<file path="src/ols_pkg.sv">
// Package for the ordered list store: action codes, word types, default capacity.
// No dependencies; used by the top level and the checker.
package ols_pkg;

  // Default number of list entries
  localparam int unsigned CAPACITY_DEF = 32;

  // Action codes carried in the input word
  typedef enum logic [2:0] {
    ACT_PUSH_FRONT = 3'd0,
    ACT_PUSH_BACK  = 3'd1,
    ACT_SEARCH     = 3'd2,
    ACT_REMOVE     = 3'd3,
    ACT_PRINT      = 3'd4
  } ols_action_e;

  // Input word
  typedef struct packed {
    logic [2:0]         action;
    logic signed [31:0] operand_value;
  } ols_in_t;

  // Result word
  typedef struct packed {
    logic signed [31:0] entry_value;
    logic               entry_valid;
    logic               found;
    logic               overflow;
    logic               last;
  } ols_out_t;

endpackage

</file>
<file path="src/ols_ram.sv">
// Generic single-write, single-read RAM with registered read data.
// No dependencies.
module ols_ram #(
  parameter int unsigned WIDTH  = 32,
  parameter int unsigned DEPTH  = 32,
  parameter int unsigned ADDR_W = $clog2(DEPTH)
) (
  input  logic              clk_i,
  input  logic              we_i,
  input  logic [ADDR_W-1:0] waddr_i,
  input  logic [WIDTH-1:0]  wdata_i,
  input  logic              re_i,
  input  logic [ADDR_W-1:0] raddr_i,
  output logic [WIDTH-1:0]  rdata_o
);

  logic [WIDTH-1:0] mem_q [DEPTH];
  logic [WIDTH-1:0] rdata_q;

  // Write port and registered read port; read data holds when no read is issued
  always_ff @(posedge clk_i) begin
    if (we_i) begin
      mem_q[waddr_i] <= wdata_i;
    end
    if (re_i) begin
      rdata_q <= mem_q[raddr_i];
    end
  end

  assign rdata_o = rdata_q;

endmodule

</file>
<file path="src/ordered_list_store.sv">
// Ordered list store: keeps up to CAPACITY signed 32-bit values in list order.
// Input word (valid/ready): action and operand. Actions: push front, push back,
// search, remove every match, print. Output word (valid/ready): one word per
// action, except print, which gives one word per entry, head first, with last
// set on the tail entry (an empty list prints one word with only last set).
// Entries live in a circular buffer in one RAM with head and tail pointers,
// so push front and push back take one write and no shifting.
// Timing: in_ready_o is high only while the sequencer is idle. A push or an
// unknown action goes to the finish state and gives its word once the output
// register is free. Search and remove walk the stored entries through the
// single RAM read port, one entry per cycle, then give their word from the
// finish state; remove compacts in the same pass through the RAM write port.
// Print gives one word per cycle while the receiver takes every word.
// A stalled receiver holds the output register and, during print, the walk.
// A finished word may wait at the output while the next input word is taken.
// Reset empties the list at once; RAM contents need no clearing.
// Depends on ols_pkg and ols_ram.
module ordered_list_store #(
  parameter int unsigned CAPACITY = ols_pkg::CAPACITY_DEF
) (
  input  logic              clk_i,
  input  logic              rst_ni,
  input  logic              in_valid_i,
  output logic              in_ready_o,
  input  ols_pkg::ols_in_t  in_data_i,
  output logic              out_valid_o,
  input  logic              out_ready_i,
  output ols_pkg::ols_out_t out_data_o
);

  localparam int unsigned PW = $clog2(CAPACITY);
  localparam int unsigned CW = $clog2(CAPACITY + 1);
  localparam logic [CW-1:0] CAP_C    = CW'(CAPACITY);
  localparam logic [PW-1:0] LAST_PTR = PW'(CAPACITY - 1);

  typedef enum logic [1:0] {
    ST_IDLE,
    ST_WALK,
    ST_FINISH
  } state_e;

  function automatic logic [PW-1:0] ptr_inc(input logic [PW-1:0] p);
    return (p == LAST_PTR) ? '0 : p + 1'b1;
  endfunction

  function automatic logic [PW-1:0] ptr_dec(input logic [PW-1:0] p);
    return (p == '0) ? LAST_PTR : p - 1'b1;
  endfunction

  state_e            state_q, state_d;
  logic [PW-1:0]     head_q, head_d, tail_q, tail_d;
  logic [CW-1:0]     count_q, count_d;
  logic [PW-1:0]     rd_ptr_q, rd_ptr_d, wr_ptr_q, wr_ptr_d;
  logic [CW-1:0]     rd_idx_q, rd_idx_d, wr_cnt_q, wr_cnt_d;
  logic              dv_q, dv_d;
  logic [2:0]        act_q, act_d;
  logic [31:0]       opnd_q, opnd_d;
  logic              found_q, found_d, ovf_q, ovf_d;
  logic              out_valid_q, out_valid_d;
  ols_pkg::ols_out_t out_q, out_d;

  logic              ram_we, ram_re;
  logic [PW-1:0]     ram_waddr;
  logic [31:0]       ram_wdata, ram_rdata;

  logic slot_free, in_acc, is_print, advance, issue, keep;

  ols_ram #(
    .WIDTH(32),
    .DEPTH(CAPACITY)
  ) u_ram (
    .clk_i  (clk_i),
    .we_i   (ram_we),
    .waddr_i(ram_waddr),
    .wdata_i(ram_wdata),
    .re_i   (ram_re),
    .raddr_i(rd_ptr_q),
    .rdata_o(ram_rdata)
  );

  // Handshake and walk control
  assign slot_free = !out_valid_q || out_ready_i;
  assign in_acc    = in_valid_i && (state_q == ST_IDLE);
  assign is_print  = (act_q == ols_pkg::ACT_PRINT);
  assign advance   = (state_q == ST_WALK) && (!dv_q || !is_print || slot_free);
  assign issue     = advance && (rd_idx_q != count_q);
  assign keep      = dv_q && (ram_rdata != opnd_q);
  assign ram_re    = issue;

  // Sequencer next state
  always_comb begin
    state_d     = state_q;
    head_d      = head_q;
    tail_d      = tail_q;
    count_d     = count_q;
    rd_ptr_d    = rd_ptr_q;
    wr_ptr_d    = wr_ptr_q;
    rd_idx_d    = rd_idx_q;
    wr_cnt_d    = wr_cnt_q;
    dv_d        = dv_q;
    act_d       = act_q;
    opnd_d      = opnd_q;
    found_d     = found_q;
    ovf_d       = ovf_q;
    out_valid_d = out_valid_q && !out_ready_i;
    out_d       = out_q;
    ram_we      = 1'b0;
    ram_waddr   = tail_q;
    ram_wdata   = in_data_i.operand_value;

    case (state_q)
      ST_IDLE: begin
        if (in_acc) begin
          act_d    = in_data_i.action;
          opnd_d   = in_data_i.operand_value;
          found_d  = 1'b0;
          ovf_d    = 1'b0;
          rd_ptr_d = head_q;
          wr_ptr_d = head_q;
          rd_idx_d = '0;
          wr_cnt_d = '0;
          dv_d     = 1'b0;
          state_d  = ST_FINISH;
          case (in_data_i.action)
            ols_pkg::ACT_PUSH_FRONT: begin
              if (count_q == CAP_C) begin
                ovf_d = 1'b1;
              end else begin
                ram_we    = 1'b1;
                ram_waddr = ptr_dec(head_q);
                head_d    = ptr_dec(head_q);
                count_d   = count_q + 1'b1;
              end
            end
            ols_pkg::ACT_PUSH_BACK: begin
              if (count_q == CAP_C) begin
                ovf_d = 1'b1;
              end else begin
                ram_we    = 1'b1;
                ram_waddr = tail_q;
                tail_d    = ptr_inc(tail_q);
                count_d   = count_q + 1'b1;
              end
            end
            ols_pkg::ACT_SEARCH, ols_pkg::ACT_REMOVE: begin
              state_d = ST_WALK;
            end
            ols_pkg::ACT_PRINT: begin
              if (count_q != '0) begin
                state_d = ST_WALK;
              end
            end
            default: begin
              state_d = ST_FINISH;
            end
          endcase
        end
      end

      ST_WALK: begin
        if (advance) begin
          // Issue the next read, if any entries remain
          dv_d = issue;
          if (issue) begin
            rd_ptr_d = ptr_inc(rd_ptr_q);
            rd_idx_d = rd_idx_q + 1'b1;
          end
          // Consume the entry fetched by the last issued read
          if (dv_q) begin
            case (act_q)
              ols_pkg::ACT_SEARCH: begin
                if (ram_rdata == opnd_q) begin
                  found_d = 1'b1;
                end
              end
              ols_pkg::ACT_REMOVE: begin
                if (keep) begin
                  ram_we    = 1'b1;
                  ram_waddr = wr_ptr_q;
                  ram_wdata = ram_rdata;
                  wr_ptr_d  = ptr_inc(wr_ptr_q);
                  wr_cnt_d  = wr_cnt_q + 1'b1;
                end
              end
              ols_pkg::ACT_PRINT: begin
                out_valid_d       = 1'b1;
                out_d.entry_value = ram_rdata;
                out_d.entry_valid = 1'b1;
                out_d.found       = 1'b0;
                out_d.overflow    = 1'b0;
                out_d.last        = (rd_idx_q == count_q);
              end
              default: begin
              end
            endcase
          end
          // All entries consumed: close the walk
          if (!issue) begin
            if (is_print) begin
              state_d = ST_IDLE;
            end else begin
              state_d = ST_FINISH;
              if (act_q == ols_pkg::ACT_REMOVE) begin
                count_d = wr_cnt_d;
                tail_d  = wr_ptr_d;
              end
            end
          end
        end
      end

      ST_FINISH: begin
        // Hand out the single closing word once the output register is free
        if (slot_free) begin
          out_valid_d       = 1'b1;
          out_d.entry_value = '0;
          out_d.entry_valid = 1'b0;
          out_d.found       = found_q;
          out_d.overflow    = ovf_q;
          out_d.last        = 1'b1;
          state_d           = ST_IDLE;
        end
      end

      default: begin
        state_d = ST_IDLE;
      end
    endcase
  end

  // State and registered outputs
  always_ff @(posedge clk_i or negedge rst_ni) begin
    if (!rst_ni) begin
      state_q     <= ST_IDLE;
      head_q      <= '0;
      tail_q      <= '0;
      count_q     <= '0;
      rd_ptr_q    <= '0;
      wr_ptr_q    <= '0;
      rd_idx_q    <= '0;
      wr_cnt_q    <= '0;
      dv_q        <= 1'b0;
      act_q       <= '0;
      opnd_q      <= '0;
      found_q     <= 1'b0;
      ovf_q       <= 1'b0;
      out_valid_q <= 1'b0;
      out_q       <= '0;
    end else begin
      state_q     <= state_d;
      head_q      <= head_d;
      tail_q      <= tail_d;
      count_q     <= count_d;
      rd_ptr_q    <= rd_ptr_d;
      wr_ptr_q    <= wr_ptr_d;
      rd_idx_q    <= rd_idx_d;
      wr_cnt_q    <= wr_cnt_d;
      dv_q        <= dv_d;
      act_q       <= act_d;
      opnd_q      <= opnd_d;
      found_q     <= found_d;
      ovf_q       <= ovf_d;
      out_valid_q <= out_valid_d;
      out_q       <= out_d;
    end
  end

  assign in_ready_o  = (state_q == ST_IDLE);
  assign out_valid_o = out_valid_q;
  assign out_data_o  = out_q;

endmodule

</file>
<file path="config.mk">
export PLATFORM = sky130hd
export DESIGN_NAME = ordered_list_store
export DESIGN_NICKNAME = d
export VERILOG_FILES = /design/src/ols_pkg.sv /design/src/ols_ram.sv /design/src/ordered_list_store.sv
export SDC_FILE = /design/constraint.sdc
export NUM_CORES = 1
export LEC_CHECK = 0
export BUFFER_PORTS_ARGS = -buffer_cell sky130_fd_sc_hd__buf_2
export CAP_MARGIN = 20
export CORE_ASPECT_RATIO = 1.2
export CORE_UTILIZATION = 37
export DETAILED_ROUTE_END_ITERATION = 10
export SYNTH_ARGS = -nofsm -noshare
export SYNTH_HDL_FRONTEND = slang
export SYNTH_SLANG_ARGS = --single-unit
</file>
<file path="constraint.sdc">
create_clock -name clk_i -period 4 [get_ports clk_i]
set_input_delay 0.2 -clock clk_i [delete_from_list [all_inputs] [get_ports clk_i]]
set_output_delay 0.2 -clock clk_i [all_outputs]
set_load 0.005 [all_outputs]
</file>
==> metrics.txt <==
status finished clean; total power 35.4 mW; Worst slew margin 0.353; Post-Syn Nets 2265; Mapped Avg Cell Area 21.1 sq um; Die W 326 um; synthesized instance count 2212; drt initial violations 2565; Skew-Pair Late Insertion Delay 710 ps; # DRC 0; drt first pass iters 5; WL final 121000 um; Lkg Pwr 17.5 nW; min Tclk post-route 3960 ps; root buf cell clkbuf_16; final hold violation count 0; H-tree depth 3; mapped cell area 46600 sq um; period utilization 0.990; ys async rst share 0.0982; Main synth FF type edfxtp_1; WP data arrival 4330 ps; RSZ-0062 raised after global routing no; Least-Margin Pin Slew 970 ps; max-slew violation count 0; initial antenna violation count 3; Die ar. 128000 sq um; layout cell share with drive strength beyond 1 0.336; IR drop worst, VDD 0.434 mV; input/output buffers 76; crit path from u_ram.rdata_o[29]; Worst Setup End Kind flop; gpl congestion 0.900; max_cap viols 0; multi-input logic area 11700 sq um; gr usage total 0.191; CP Class reg2reg; fmax 252 MHz; vias in the first global route 24200; setup TNS 0 ps; Syn-to-layout area delta 16.7%; Crit path required time 4370 ps; IO Count 77; Die Ht 391 um; synthesis warning total 0; pwr dens 650 nW/um^2; # resized after CTS 0; Yosys reg bits 1171; largest net degree at the start of global routing 83; number of nets with antenna violations after routing 0; total gr overflow 0; # fillers 10600; clk sinks 1171; Clk pin slew, worst setup/hold paths 60 ps; Via-to-Cell Ratio 5.54; kind of start point of the critical path flop; Final nets 2509; register area 34600 sq um; CP Max Fanout 20; EDFF count, synth 1056; CTS tree done; row cnt 142; sequential share of the synthesized area 0.741; Vias 23300; Final setup violation count 0; hold crit path type in2async; clk buf depth 3; skew final 40.2 ps; worst r2r src u_ram.rdata_o[29]; Core Region 125000 sq um; Starting Density 0.373; TritonCTS Buffers 110; post-DP HPWL 73300 um; Wirelength per Cell 28.8 um; distinct cell type count after synthesis 78; first-pass GRT wire length 175000 um
[worst max-delay path, stage by stage, from the launching register on]
cell and delay [ps]:
edfxtp_1 430, xor2_1 310, nor4_2 610, nand4_2 420, o21ai_4 320, mux2i_1 320, nand3b_2 420, nor2_4 470
buf_12 260
[metal layers]
layer	wire length, um	part of all wire	global-route usage
met1	50200	0.41	0.259
met2	59500	0.49	0.313
met3	8000	0.066	0.0310
met4	3480	0.029	0.0634
met5	0	0	0
[Yosys cell counts, types with 16 or more instances]
master    number  share of area
nor2_1        43         0.0035
mux4_2       320           0.15
buf_2         34         0.0036
a21oi_1       19         0.0020
edfxtp_1    1056           0.68
mux2_2       102          0.025
o211ai_1      16         0.0026
nand2b_1      39         0.0052
o21ai_0       70         0.0075
xor2_1        33         0.0062
clkbuf_1      65         0.0052
nand2_1       90         0.0072
dfrtp_1      115          0.062
inv_1         22         0.0018
[kinds of logic (layout without fill, tap and decap cells)]
family	Yosys count	after routing	synth area share
simple gates	258	259	0.0305
other cells	0	3	0
buf+inv	135	474	0.0122
compound gates	154	154	0.0218
xor+xnor	47	47	0.00882
fa+ha+maj	14	14	0.00376
mux	433	433	0.181
flops	1171	1171	0.741
[cell type report]
class / instances / area share
Tap cell: 1656 / 0.0381
Clock inverter: 71 / 0.0130
Timing Repair Buffer: 244 / 0.0428
Inverter: 22 / 0.00152
Clock buffer: 137 / 0.0532
Multi-Input combinational cell: 907 / 0.215
Sequential cell: 1171 / 0.636
Antenna cell: 3 / 0.000138
[cell usage in the layout, fill, tap and decap left out, types with 5 or more instances in the layout]
| master | count |
|---|---|
| nand2_1 | 88 |
| nor2_4 | 32 |
| xor2_1 | 33 |
| clkinvlp_4 | 6 |
| nor2b_1 | 7 |
| clkbuf_1 | 25 |
| clkinv_2 | 23 |
| clkinv_1 | 22 |
| bufinv_16 | 11 |
| nand3_1 | 11 |
| nand2b_1 | 39 |
| o21ai_0 | 70 |
| nor4_2 | 6 |
| o211ai_1 | 16 |
| a211oi_1 | 5 |
| buf_4 | 83 |
| xnor2_1 | 14 |
| dlygate4sd3_1 | 38 |
| ha_1 | 13 |
| mux4_2 | 320 |
| nor3b_1 | 9 |
| buf_2 | 75 |
| dfrtp_1 | 110 |
| nor2_1 | 19 |
| clkbuf_16 | 112 |
| edfxtp_1 | 1056 |
| inv_1 | 22 |
| mux2_2 | 102 |
| buf_12 | 47 |
| mux2i_1 | 11 |
| a21oi_1 | 19 |
| nor3_1 | 9 |
[worst paths after layout]
check | to | slack [ps] | cells after the start
hold reg to reg | out_data_o[3] | 470 | 2
setup / recovery | u_ram.mem_q[28][29] | 40 | 8
hold / removal | act_q[2] | 180 | 2
max in group asynchronous | out_data_o[19] | 2680 | 3
setup reg to reg | u_ram.mem_q[28][29] | 40 | 8
min in group clk_i | opnd_q[19] | 290 | 3
[flip-flops by register name, indices dropped and copies added, names as in the netlist]
name           flops
ovf_q              1
tail_q             5
out_valid_o        1
rd_ptr_q           5
wr_ptr_q           5
act_q              3
wr_cnt_q           6
dv_q               1
count_q            6
rd_idx_q           6
head_q             5
found_q            1
opnd_q            32
out_data_o        36
u_ram.mem_q     1024
state_q            2
u_ram.rdata_o     32
[per-stage QoR]
stage / cells / utilization / hold WS [ps] / instance area [sq um] / setup slack [ps]
after floorplan: 2212 / - / -95.6 / 46600 / 160
after global placement: 3961 / 0.404 / 353 / 50400 / 178
after detailed placement: 3961 / 0.404 / 371 / 50400 / 106
after CTS: 4207 / 0.436 / 230 / 54400 / 30.2
after global routing: 4209 / 0.436 / 279 / 54400 / 0.925
final: 4211 / 0.436 / 176 / 54400 / 38.2
[report_power, final]
part,internal (mW),leakage [nW],switching (mW)
registers,14.2,10.9,0.859
clock network,5.89,1.75,4.57
logic,4.76,4.79,5.13
total,24.8,17.5,10.6
[timing repair]
action / CTS / global route
hold endpoints to repair: 122 / 0
endpoints found under the setup margin: 0 / 13
hold buffers: 38 / 0
buffers inserted: 0 / 0
Power figures use the tool's default switching activity.
